## src/hw/rtl/opsel_pkg.sv

```systemverilog
// Shared types and constants for the ordinal point selector.
`timescale 1ns / 1ps

package opsel_pkg;

  // Fixed field widths of the register file and result payload.
  localparam int REG_W      = 48;
  localparam int ACC_W      = 64;
  localparam int CFG_IDX_W  = 3;
  localparam int KIND_W     = 2;

  // Defaults for the top-level parameters.
  localparam int DefIndexBits    = 48;
  localparam int DefStepFracBits = 16;

  // Selection modes held in the filter kind register.
  localparam logic [KIND_W-1:0] KIND_HEAD  = 2'd0;
  localparam logic [KIND_W-1:0] KIND_TAIL  = 2'd1;
  localparam logic [KIND_W-1:0] KIND_DECIM = 2'd2;

  // Register indexes of the configuration port.
  localparam logic [CFG_IDX_W-1:0] REG_FILTER_KIND   = 3'd0;
  localparam logic [CFG_IDX_W-1:0] REG_INVERT_SELECT = 3'd1;
  localparam logic [CFG_IDX_W-1:0] REG_KEEP_COUNT    = 3'd2;
  localparam logic [CFG_IDX_W-1:0] REG_STEP_FIXED    = 3'd3;
  localparam logic [CFG_IDX_W-1:0] REG_START_OFFSET  = 3'd4;
  localparam logic [CFG_IDX_W-1:0] REG_POINT_LIMIT   = 3'd5;
  localparam logic [CFG_IDX_W-1:0] REG_TOTAL_POINTS  = 3'd6;
  localparam logic [CFG_IDX_W-1:0] REG_SEQ_LIMIT     = 3'd7;

  // Configuration register file contents.
  typedef struct packed {
    logic [KIND_W-1:0] filter_kind;
    logic              invert_select;
    logic [REG_W-1:0]  keep_count;
    logic [REG_W-1:0]  step_fixed;
    logic [REG_W-1:0]  start_offset;
    logic [REG_W-1:0]  point_limit;
    logic [REG_W-1:0]  total_points;
    logic [REG_W-1:0]  sequence_limit;
  } cfg_t;

  // Decimation tracking state carried from one point to the next.
  typedef struct packed {
    logic [REG_W-1:0] sequence_index;
    logic [ACC_W-1:0] step_accumulator;
  } decim_state_t;

endpackage

```

## src/hw/rtl/opsel_if.sv

```systemverilog
// Request and result channel interfaces of the ordinal point selector.
`timescale 1ns / 1ps

interface opsel_in_if;
  logic valid;
  logic ready;
  logic restart;

  modport source (output valid, output restart, input ready);
  modport sink (input valid, input restart, output ready);
endinterface

interface opsel_out_if;
  logic        valid;
  logic        ready;
  logic        keep;
  logic [47:0] point_index;

  modport source (output valid, output keep, output point_index, input ready);
  modport sink (input valid, input keep, input point_index, output ready);
endinterface

```

## src/hw/rtl/opsel_pick.sv

```systemverilog
// Per-point keep decision and next-state computation.
`timescale 1ns / 1ps

module opsel_pick import opsel_pkg::*; #(
  parameter int INDEX_BITS     = DefIndexBits,
  parameter int STEP_FRAC_BITS = DefStepFracBits
) (
  input  cfg_t                  cfg_i,
  input  logic                  restart_i,
  input  logic [INDEX_BITS-1:0] counter_i,
  input  decim_state_t          state_i,
  output logic                  keep_o,
  output logic [REG_W-1:0]      point_index_o,
  output logic [INDEX_BITS-1:0] counter_o,
  output decim_state_t          state_o
);

  localparam int CmpW = (INDEX_BITS > REG_W) ? INDEX_BITS : REG_W;
  localparam int SumW = ACC_W + 2;
  localparam logic [INDEX_BITS-1:0] IdxMax = '1;
  localparam logic [REG_W-1:0] StepOne = REG_W'(1) << STEP_FRAC_BITS;

  logic [INDEX_BITS-1:0] p;
  logic [ACC_W-1:0]      acc;
  logic [REG_W-1:0]      seq;
  logic [CmpW-1:0]       p_ext;
  logic [SumW-1:0]       cand_sum;
  logic [INDEX_BITS-1:0] cand;
  logic [REG_W-1:0]      tail_sel;
  logic [REG_W-1:0]      tail_start;
  logic                  take;
  logic [REG_W-1:0]      step;
  logic [ACC_W:0]        acc_sum;

  // A restart clears the running state before this point is handled.
  assign p     = restart_i ? '0 : counter_i;
  assign acc   = restart_i ? '0 : state_i.step_accumulator;
  assign seq   = restart_i ? '0 : state_i.sequence_index;
  assign p_ext = CmpW'(p);

  // Pending candidate: offset plus the rounded accumulator. The half bit
  // enters as the carry-in, so this stays a single adder.
  assign cand_sum = SumW'(cfg_i.start_offset) + SumW'(acc[ACC_W-1:STEP_FRAC_BITS])
                  + SumW'(acc[STEP_FRAC_BITS-1]);
  assign cand = (cand_sum >= SumW'(IdxMax)) ? IdxMax : cand_sum[INDEX_BITS-1:0];

  // Tail keeps everything from total minus the clamped count onward.
  assign tail_sel   = (cfg_i.keep_count < cfg_i.total_points) ? cfg_i.keep_count
                                                               : cfg_i.total_points;
  assign tail_start = cfg_i.total_points - tail_sel;

  // A decimation candidate is consumed when it is due or already behind, while below the sequence and point limits.
  assign take = (seq < cfg_i.sequence_limit) && (p_ext < CmpW'(cfg_i.point_limit))
             && (cand <= p);

  assign step    = (cfg_i.step_fixed < StepOne) ? StepOne : cfg_i.step_fixed;
  assign acc_sum = {1'b0, acc} + (ACC_W + 1)'(step);

  // Keep decision and decimation state update.
  always_comb begin
    keep_o  = 1'b0;
    state_o = '{sequence_index: seq, step_accumulator: acc};
    case (cfg_i.filter_kind)
      KIND_HEAD: begin
        keep_o = (p_ext < CmpW'(cfg_i.keep_count)) ^ cfg_i.invert_select;
      end
      KIND_TAIL: begin
        keep_o = (p_ext >= CmpW'(tail_start)) ^ cfg_i.invert_select;
      end
      KIND_DECIM: begin
        if (take) begin
          keep_o = (cand == p);
          state_o.sequence_index   = (&seq) ? seq : seq + REG_W'(1);
          state_o.step_accumulator = acc_sum[ACC_W] ? '1 : acc_sum[ACC_W-1:0];
        end
      end
      default: begin
        keep_o = 1'b0;
      end
    endcase
  end

  // The point index saturates at its maximum.
  assign counter_o     = (&p) ? p : p + INDEX_BITS'(1);
  assign point_index_o = p_ext[REG_W-1:0];

endmodule

```

## src/hw/rtl/opsel_skid.sv

```systemverilog
// Two-entry result buffer that decouples the request side from the result side.
`timescale 1ns / 1ps

module opsel_skid import opsel_pkg::*; (
  input  logic             clk_i,
  input  logic             rst_ni,
  input  logic             push_i,
  input  logic             keep_i,
  input  logic [REG_W-1:0] index_i,
  output logic             full_o,
  output logic             valid_o,
  input  logic             ready_i,
  output logic             keep_o,
  output logic [REG_W-1:0] index_o
);

  logic             out_valid_q, out_valid_d;
  logic             out_keep_q, out_keep_d;
  logic [REG_W-1:0] out_index_q, out_index_d;
  logic             skid_valid_q, skid_valid_d;
  logic             skid_keep_q, skid_keep_d;
  logic [REG_W-1:0] skid_index_q, skid_index_d;
  logic             out_free;

  assign out_free = !out_valid_q || ready_i;

  // The output stage refills from the skid entry first, then from a new result.
  always_comb begin
    out_valid_d  = out_valid_q;
    out_keep_d   = out_keep_q;
    out_index_d  = out_index_q;
    skid_valid_d = skid_valid_q;
    skid_keep_d  = skid_keep_q;
    skid_index_d = skid_index_q;
    if (out_free) begin
      out_valid_d  = skid_valid_q || push_i;
      out_keep_d   = skid_valid_q ? skid_keep_q : keep_i;
      out_index_d  = skid_valid_q ? skid_index_q : index_i;
      skid_valid_d = 1'b0;
    end else if (push_i) begin
      skid_valid_d = 1'b1;
      skid_keep_d  = keep_i;
      skid_index_d = index_i;
    end
  end

  // Valid flags.
  always_ff @(posedge clk_i or negedge rst_ni) begin
    if (!rst_ni) begin
      out_valid_q  <= 1'b0;
      skid_valid_q <= 1'b0;
    end else begin
      out_valid_q  <= out_valid_d;
      skid_valid_q <= skid_valid_d;
    end
  end

  // Payload registers.
  always_ff @(posedge clk_i) begin
    out_keep_q   <= out_keep_d;
    out_index_q  <= out_index_d;
    skid_keep_q  <= skid_keep_d;
    skid_index_q <= skid_index_d;
  end

  assign full_o  = skid_valid_q;
  assign valid_o = out_valid_q;
  assign keep_o  = out_keep_q;
  assign index_o = out_index_q;

  // The skid entry is only used behind a held output entry.
  assert property (@(posedge clk_i) disable iff (!rst_ni) skid_valid_q |-> out_valid_q)
    else $error("skid entry holds a result while the output stage is empty");

endmodule

```

## src/hw/rtl/ordinal_point_selector_core.sv

```systemverilog
// Top level of the ordinal point selector: registers, state and result buffer.
`timescale 1ns / 1ps

// Head, tail or decimation selection over a stream of points.
// Each request on in_req is one point; its restart bit clears the point
// index and the decimation sequence before that point is handled. For each
// request one result appears on out_rsp: the point's running index and its
// keep flag. Results leave in request order.
// A result is registered in the buffer's output entry, or its skid entry if
// the output is held. One point per cycle while in_req.ready is high; the point
// counter and decimation accumulator update in that cycle, setting the rate.
// A two-entry result buffer lets a request be accepted while an earlier
// result still waits; in_req.ready drops only when both entries are held
// by a stalled receiver.
// Reset clears the counters, empties the buffer and loads the register
// defaults: head mode, step 1.0, point and sequence limits all ones.
// Registers are written through cfg_we_i, cfg_idx_i and cfg_wdata_i; the user
// must do so only while no point is in flight, which the block does not enforce.
module ordinal_point_selector_core import opsel_pkg::*; #(
  parameter int INDEX_BITS     = DefIndexBits,
  parameter int STEP_FRAC_BITS = DefStepFracBits
) (
  input  logic                 clk_i,
  input  logic                 rst_ni,
  input  logic                 cfg_we_i,
  input  logic [CFG_IDX_W-1:0] cfg_idx_i,
  input  logic [REG_W-1:0]     cfg_wdata_i,
  opsel_in_if.sink             in_req,
  opsel_out_if.source          out_rsp
);

  localparam logic [REG_W-1:0] StepOne = REG_W'(1) << STEP_FRAC_BITS;

  cfg_t                  cfg_q;
  logic [INDEX_BITS-1:0] counter_q, counter_d;
  decim_state_t          state_q, state_d;
  logic                  in_fire;
  logic                  skid_full;
  logic                  keep;
  logic [REG_W-1:0]      point_index;

  assign in_req.ready = !skid_full;
  assign in_fire      = in_req.valid && in_req.ready;

  // Configuration register file.
  always_ff @(posedge clk_i or negedge rst_ni) begin
    if (!rst_ni) begin
      cfg_q.filter_kind    <= KIND_HEAD;
      cfg_q.invert_select  <= 1'b0;
      cfg_q.keep_count     <= '0;
      cfg_q.step_fixed     <= StepOne;
      cfg_q.start_offset   <= '0;
      cfg_q.point_limit    <= '1;
      cfg_q.total_points   <= '0;
      cfg_q.sequence_limit <= '1;
    end else if (cfg_we_i) begin
      case (cfg_idx_i)
        REG_FILTER_KIND:   cfg_q.filter_kind    <= cfg_wdata_i[KIND_W-1:0];
        REG_INVERT_SELECT: cfg_q.invert_select  <= cfg_wdata_i[0];
        REG_KEEP_COUNT:    cfg_q.keep_count     <= cfg_wdata_i;
        REG_STEP_FIXED:    cfg_q.step_fixed     <= cfg_wdata_i;
        REG_START_OFFSET:  cfg_q.start_offset   <= cfg_wdata_i;
        REG_POINT_LIMIT:   cfg_q.point_limit    <= cfg_wdata_i;
        REG_TOTAL_POINTS:  cfg_q.total_points   <= cfg_wdata_i;
        REG_SEQ_LIMIT:     cfg_q.sequence_limit <= cfg_wdata_i;
        default: begin
        end
      endcase
    end
  end

  // Keep decision for the incoming point.
  opsel_pick #(
    .INDEX_BITS     (INDEX_BITS),
    .STEP_FRAC_BITS (STEP_FRAC_BITS)
  ) u_pick (
    .cfg_i         (cfg_q),
    .restart_i     (in_req.restart),
    .counter_i     (counter_q),
    .state_i       (state_q),
    .keep_o        (keep),
    .point_index_o (point_index),
    .counter_o     (counter_d),
    .state_o       (state_d)
  );

  // Running state advances once per accepted request.
  always_ff @(posedge clk_i or negedge rst_ni) begin
    if (!rst_ni) begin
      counter_q <= '0;
      state_q   <= '0;
    end else if (in_fire) begin
      counter_q <= counter_d;
      state_q   <= state_d;
    end
  end

  // Result buffer toward the receiver.
  opsel_skid u_skid (
    .clk_i   (clk_i),
    .rst_ni  (rst_ni),
    .push_i  (in_fire),
    .keep_i  (keep),
    .index_i (point_index),
    .full_o  (skid_full),
    .valid_o (out_rsp.valid),
    .ready_i (out_rsp.ready),
    .keep_o  (out_rsp.keep),
    .index_o (out_rsp.point_index)
  );

  // A restart request leaves the counter one past index zero.
  assert property (@(posedge clk_i) disable iff (!rst_ni)
    in_fire && in_req.restart |=> counter_q == INDEX_BITS'(1))
    else $error("point counter did not restart");

  // Head and tail modes never touch the decimation sequence.
  assert property (@(posedge clk_i) disable iff (!rst_ni)
    in_fire && !in_req.restart && cfg_q.filter_kind != KIND_DECIM
    |=> state_q == $past(state_q))
    else $error("decimation state changed outside decimation mode");

  // Without a restart the step accumulator never moves backward.
  assert property (@(posedge clk_i) disable iff (!rst_ni)
    in_fire && !in_req.restart
    |=> state_q.step_accumulator >= $past(state_q.step_accumulator))
    else $error("step accumulator decreased");

  // After every accepted request, the output holds a valid result in the next cycle.
  assert property (@(posedge clk_i) disable iff (!rst_ni) in_fire |=> out_rsp.valid)
    else $error("accepted request produced no result");

endmodule
```

## src/flat_wrapper.sv

```systemverilog
// flat-port wrapper written by rule: the top's interface ports become plain ports
module ordinal_point_selector_core_flat import opsel_pkg::*;
#(
  parameter int INDEX_BITS     = DefIndexBits,
  parameter int STEP_FRAC_BITS = DefStepFracBits
)
  (clk_i, rst_ni, cfg_we_i, cfg_idx_i, cfg_wdata_i, in_req_valid, in_req_restart, in_req_ready, out_rsp_valid, out_rsp_keep, out_rsp_point_index, out_rsp_ready);
  opsel_in_if in_req_i ();
  opsel_out_if out_rsp_i ();
  input  logic clk_i;
  input  logic rst_ni;
  input  logic cfg_we_i;
  input  logic [CFG_IDX_W-1:0] cfg_idx_i;
  input  logic [REG_W-1:0] cfg_wdata_i;
  input wire logic [$bits(in_req_i.valid)-1:0] in_req_valid;
  input wire logic [$bits(in_req_i.restart)-1:0] in_req_restart;
  output wire logic [$bits(in_req_i.ready)-1:0] in_req_ready;
  output wire logic [$bits(out_rsp_i.valid)-1:0] out_rsp_valid;
  output wire logic [$bits(out_rsp_i.keep)-1:0] out_rsp_keep;
  output wire logic [$bits(out_rsp_i.point_index)-1:0] out_rsp_point_index;
  input wire logic [$bits(out_rsp_i.ready)-1:0] out_rsp_ready;
  assign in_req_i.valid = in_req_valid;
  assign in_req_i.restart = in_req_restart;
  assign in_req_ready = in_req_i.ready;
  assign out_rsp_valid = out_rsp_i.valid;
  assign out_rsp_keep = out_rsp_i.keep;
  assign out_rsp_point_index = out_rsp_i.point_index;
  assign out_rsp_i.ready = out_rsp_ready;
  ordinal_point_selector_core #(.INDEX_BITS(INDEX_BITS), .STEP_FRAC_BITS(STEP_FRAC_BITS)) u_core (.clk_i(clk_i), .rst_ni(rst_ni), .cfg_we_i(cfg_we_i), .cfg_idx_i(cfg_idx_i), .cfg_wdata_i(cfg_wdata_i), .in_req(in_req_i), .out_rsp(out_rsp_i));
endmodule
```

## config.mk

```make
export PLATFORM = sky130hd
export DESIGN_NAME = ordinal_point_selector_core_flat
export DESIGN_NICKNAME = d
export VERILOG_FILES = /design/src/hw/rtl/opsel_pkg.sv /design/src/hw/rtl/opsel_if.sv /design/src/hw/rtl/opsel_pick.sv /design/src/hw/rtl/opsel_skid.sv /design/src/hw/rtl/ordinal_point_selector_core.sv /design/src/flat_wrapper.sv
export SDC_FILE = /design/constraint.sdc
export NUM_CORES = 2
export LEC_CHECK = 0
export BUFFER_PORTS_ARGS = -buffer_cell sky130_fd_sc_hd__buf_2
export CORE_ASPECT_RATIO = 0.7
export CORE_MARGIN = 2
export CORE_UTILIZATION = 53
export CTS_CLUSTER_DIAMETER = 100
export DETAILED_ROUTE_END_ITERATION = 16
export PLACE_DENSITY = 0.76
export SYNTH_ARGS = -nofsm -noshare
export SYNTH_HDL_FRONTEND = slang
export SYNTH_HIERARCHICAL = 1
export SYNTH_SLANG_ARGS = --single-unit
```

## constraint.sdc

```tcl
create_clock -name clk_i -period 10.7 [get_ports clk_i]
set_input_delay 1.07 -clock clk_i [delete_from_list [all_inputs] [get_ports clk_i]]
set_output_delay 1.07 -clock clk_i [all_outputs]
set_load 0.05 [all_outputs]
```

==> impl_results.rst <==
.. list-table::
   :header-rows: 1

   * - Metric
     - Value
   * - DIE HEIGHT
     - about 240 µm
   * - Layout-stage area growth over the synthesis result
     - 7.80%
   * - Number of global-route vias before repair
     - 30,146
   * - Kind of start point of the critical path
     - input pin
   * - Synth unique cells
     - 92
   * - Share of synthesized registers carrying an async set or reset
     - 0.822
   * - Bufs on Longest Clock Path
     - 3
   * - Overall global routing resource usage
     - 0.272
   * - Cell area reported after detailed placement
     - 42,200 µm²
   * - Via count of the routed design
     - approximately 32,000
   * - H-tree depth
     - 2
   * - Worst skew pair latency
     - 660 ps
   * - Total number of yosys warnings
     - 6
   * - Net Sw Frac
     - 0.383
   * - Combined area of all synthesized cells
     - 40,900 µm²
   * - Cell count after synthesis
     - ~4,100
   * - DP HPWL
     - 82,100 µm
   * - Placer congestion estimate
     - 0.920
   * - Biggest fanout along the worst timing path
     - 50
   * - Arrival time of the worst setup path
     - 9590 ps
   * - Worst clock skew on the final layout
     - 36.1 ps
   * - Fraction of met2 tracks used by global routing
     - 0.402
   * - Critical Path RT
     - approximately 11,000 ps
   * - Crit path max-delay cell type
     - sky130_fd_sc_hd__nor4_1
   * - Tightest hold margin
     - roughly 430 ps
   * - Slew @ Worst Pin
     - roughly 1000 ps
   * - Post CTS Setup Buffer Count
     - 0
   * - Inst Count DP
     - 5,089
   * - Most area-hungry cell type in the Yosys netlist
     - sky130_fd_sc_hd__dfrtp_1
   * - Post_cts resized
     - 0
   * - Number of DRC markers after the initial detailed-route iteration
     - between 2,000 and 3,000
   * - Starting density of the core
     - 0.533
   * - Worst supply voltage drop on vdd
     - 0.000127 V
   * - Antenna violations before repair
     - 21
   * - Clock root cell
     - sky130_fd_sc_hd__clkbuf_16
   * - Switching power
     - between 3 and 4 mW
   * - Sort of element at the end of the critical path
     - register
   * - Leakage component of the power
     - roughly 21 nW
   * - Unrepaired setup endpoints after global routing
     - false
   * - Total of flip-flops plus latches after synthesis
     - 551
   * - Cell class contributing the biggest share of worst-path delay
     - compound AO/OA/AOI/OAI gates
   * - Final Instance Count excl. Fillers
     - 5,198
   * - Remaining DRCs
     - 0
   * - Global routing usage on met3
     - 0.0447
   * - Fin crit share
     - 0.848
   * - Average wire per standard cell
     - 21.1 µm
   * - Final Hold Violating Endpoints
     - 0
   * - Post-synth top flop
     - sky130_fd_sc_hd__dfrtp_1
   * - Relative contribution of combinational cells to total power
     - 0.442
   * - I/O Pins
     - 108
   * - Detail Route Antenna Nets
     - 0
   * - Count of flip-flops with a built-in enable after synthesis
     - 98
   * - Critical path start-end classification
     - input pin to register
   * - Final nets
     - between 4,000 and 5,000
   * - Die width
     - 336 µm
   * - Beginning of the worst register-to-register path
     - u_core/cfg_q[61]
   * - Fillers
     - 6,480
   * - Final setup violation count
     - 0
   * - Count of cells along the worst register-to-register path
     - 35
   * - Global-route wire length before repair
     - 170,000 µm
   * - Post-Synthesis Net Count
     - 4,553
   * - CTS tree
     - yes
   * - Syn avg cell area
     - 10.1 µm²
   * - Number of vias per cell
     - 6.07
   * - Share of total power in the clock network
     - 0.234
   * - Cell internal power dissipation
     - 5.38 mW
   * - Register area share after synthesis
     - 0.352
   * - Die Footprint
     - 79,400 µm²
   * - Min-delay worst type
     - input pin to async pin
   * - Number of buffers created by CTS
     - 56
   * - Slew margin rel.
     - 0.302
   * - Sinks on the clock net
     - 551
   * - Area share of the leading cell type in the synthesized netlist
     - 0.218
   * - Worst reg2reg setup slack
     - 1760 ps
   * - Remaining global-route overflow
     - 0
   * - Number of input and output port buffers inserted
     - around 110
   * - Largest net degree at the start of global routing
     - 170
   * - Fraction of layout cells with a size suffix above 1
     - 0.209
   * - Clock transition at the registers of the reported paths
     - 60 ps
   * - Status
     - completed
   * - Most used routing layer in global routing
     - met1
   * - Standard-cell row count
     - 85
   * - Power density over the cells
     - 198 nW/µm²
   * - Portion of total power attributed to sequential cells
     - 0.323
   * - Max-cap check violation count
     - 0
   * - Count of buffering cells on the critical path with inverters included
     - 3
   * - Post-Route Utilization
     - 0.575
   * - Peak per-stage delay on the critical path
     - 750 ps
   * - Maximum frequency from static timing analysis
     - 110 MHz
   * - Reg2Reg Capture Point
     - u_core/u_skid/keep_o
   * - Biggest area contributors in the synthesized netlist
     - sky130_fd_sc_hd__dfrtp_1 (22%), sky130_fd_sc_hd__ha_1 (13%), sky130_fd_sc_hd__mux2_2 (11%), sky130_fd_sc_hd__edfxtp_1 (7.2%), sky130_fd_sc_hd__dfstp_2 (6.2%)
   * - Total wire length after detailed routing
     - between 100,000 and 150,000 µm
   * - Final critical path time including I/O delays and setup
     - around 9000 ps
   * - CTS Hold Bufs
     - 0
   * - First-pass iteration count of the detailed router
     - 6
   * - Met1 Use GR
     - 0.413
   * - Number of slew-limit violations in the final report
     - 0
   * - Sum of negative setup slack
     - 0 ps
   * - Core Region
     - approximately 77,000 µm²
   * - Area of all placed cells without fillers
     - roughly 44,000 µm²
[synth_stat cells (all sizes together) (46+ instances only)]
library cell	instances
clkbuf	76
edfxtp	98
nor2b	163
nand2b	70
buf	86
a21o	149
a21oi	257
dfstp	97
ha	428
nor3	46
mux2	508
xnor2	119
nand3	75
mux2i	50
xor2	88
dfrtp	356
nand2	241
o21ai	127
inv	303
nand4	103
nor2	193
[layout by cell type (no fill, tap or decap), drive strengths merged, types with 19 or more instances in the layout]
| cell | Yosys | final |
|---|---|---|
| dfrtp | 356 | 356 |
| a21o | 149 | 149 |
| o21ai | 127 | 127 |
| ha | 428 | 428 |
| a21oi | 257 | 257 |
| o21a | 31 | 31 |
| buf | 86 | 143 |
| mux2i | 50 | 50 |
| clkbuf | 76 | 79 |
| dfstp | 97 | 97 |
| edfxtp | 98 | 98 |
| nor2b | 163 | 163 |
| nand2 | 241 | 241 |
| nand4 | 103 | 103 |
| xnor2 | 119 | 119 |
| nand3 | 75 | 75 |
| mux2 | 508 | 508 |
| xor2 | 88 | 88 |
| a211oi | 25 | 25 |
| and3 | 39 | 39 |
| o21bai | 26 | 26 |
| nor4 | 34 | 34 |
| nor2 | 193 | 193 |
| nor3 | 46 | 46 |
| or3 | 21 | 21 |
| a31oi | 36 | 36 |
| inv | 303 | 304 |
| clkinv | 0 | 19 |
| o211ai | 26 | 26 |
| nand2b | 70 | 70 |
[logic make-up after synthesis]
| group | Yosys count | synth area share |
|---|---|---|
| AND/OR/NAND/NOR | 1070 | 0.138 |
| AO/OA/AOI/OAI | 781 | 0.122 |
| multiplexers | 558 | 0.160 |
| flip-flops | 551 | 0.352 |
| buffers and inverters | 465 | 0.0505 |
| adder cells (fa/ha/maj) | 432 | 0.133 |
| XOR/XNOR | 207 | 0.0443 |
[metal layers]
metal | routed length [µm] | share of wire
met1 | 52100 | 0.48
met3 | 8790 | 0.080
met4 | 2290 | 0.021
met2 | 46200 | 0.42
met5 | 0 | 0
[sequential cells by signal, summed over array words and instances (netlist names), 48 cells and up]
name / count
u_core/u_skid/skid_index_q: 48
u_core/u_skid/index_o: 48
u_core/state_q: 112
u_core/cfg_q: 291
u_core/counter_q: 48
[per-stage QoR]
step           worst slack (ps)  power (mW)
2_1_floorplan              1680        5.73
3_3_place_gp               1310        6.47
3_5_place_dp               1160        6.61
4_1_cts                    1790        8.70
5_1_grt                    1140        9.31
6_report                   1630        8.72
[worst max path at each step]
stage,from,to,slack [ps],cells after the start
2_1_floorplan,in_req_restart,u_core/state_q[90],1680,35
3_3_place_gp,in_req_restart,u_core/state_q[92],1310,28
3_5_place_dp,in_req_restart,u_core/state_q[90],1160,27
4_1_cts,in_req_restart,u_core/state_q[90],1790,27
5_1_grt,in_req_restart,u_core/state_q[73],1140,28
6_report,in_req_restart,u_core/state_q[90],1630,27
[power by group through the flow]
stage,clock [mW],sequential (mW),combinational (mW)
after floorplan,0,2.82,2.90
after global placement,0,2.83,3.65
after detailed placement,0,2.85,3.76
after CTS,2.09,2.82,3.80
after global routing,2.16,2.87,4.28
final,2.05,2.82,3.86
[area by class of cell]
cell class / instances / area, µm² / area share
multi-input combinational: 3048 / 24500 / 0.555
clock buffer: 79 / 1610 / 0.0365
sequential: 551 / 14400 / 0.327
timing repair buffer: 143 / 847 / 0.0192
clock inverter: 27 / 292 / 0.00661
tap: 1044 / 1310 / 0.0296
antenna: 3 / 7.51 / 0.000170
inverter: 303 / 1140 / 0.0258
[worst register-to-register path: cells and delay by family (launching register included)]
kind            cells  cell delay, ps
flops               1             390
simple gates        4             720
compound gates     21            5090
buf+inv             4             670
xor+xnor            1             140
fa+ha+maj           3            1060
mux                 2             610
No activity file was read; power rests on OpenSTA's default activity.
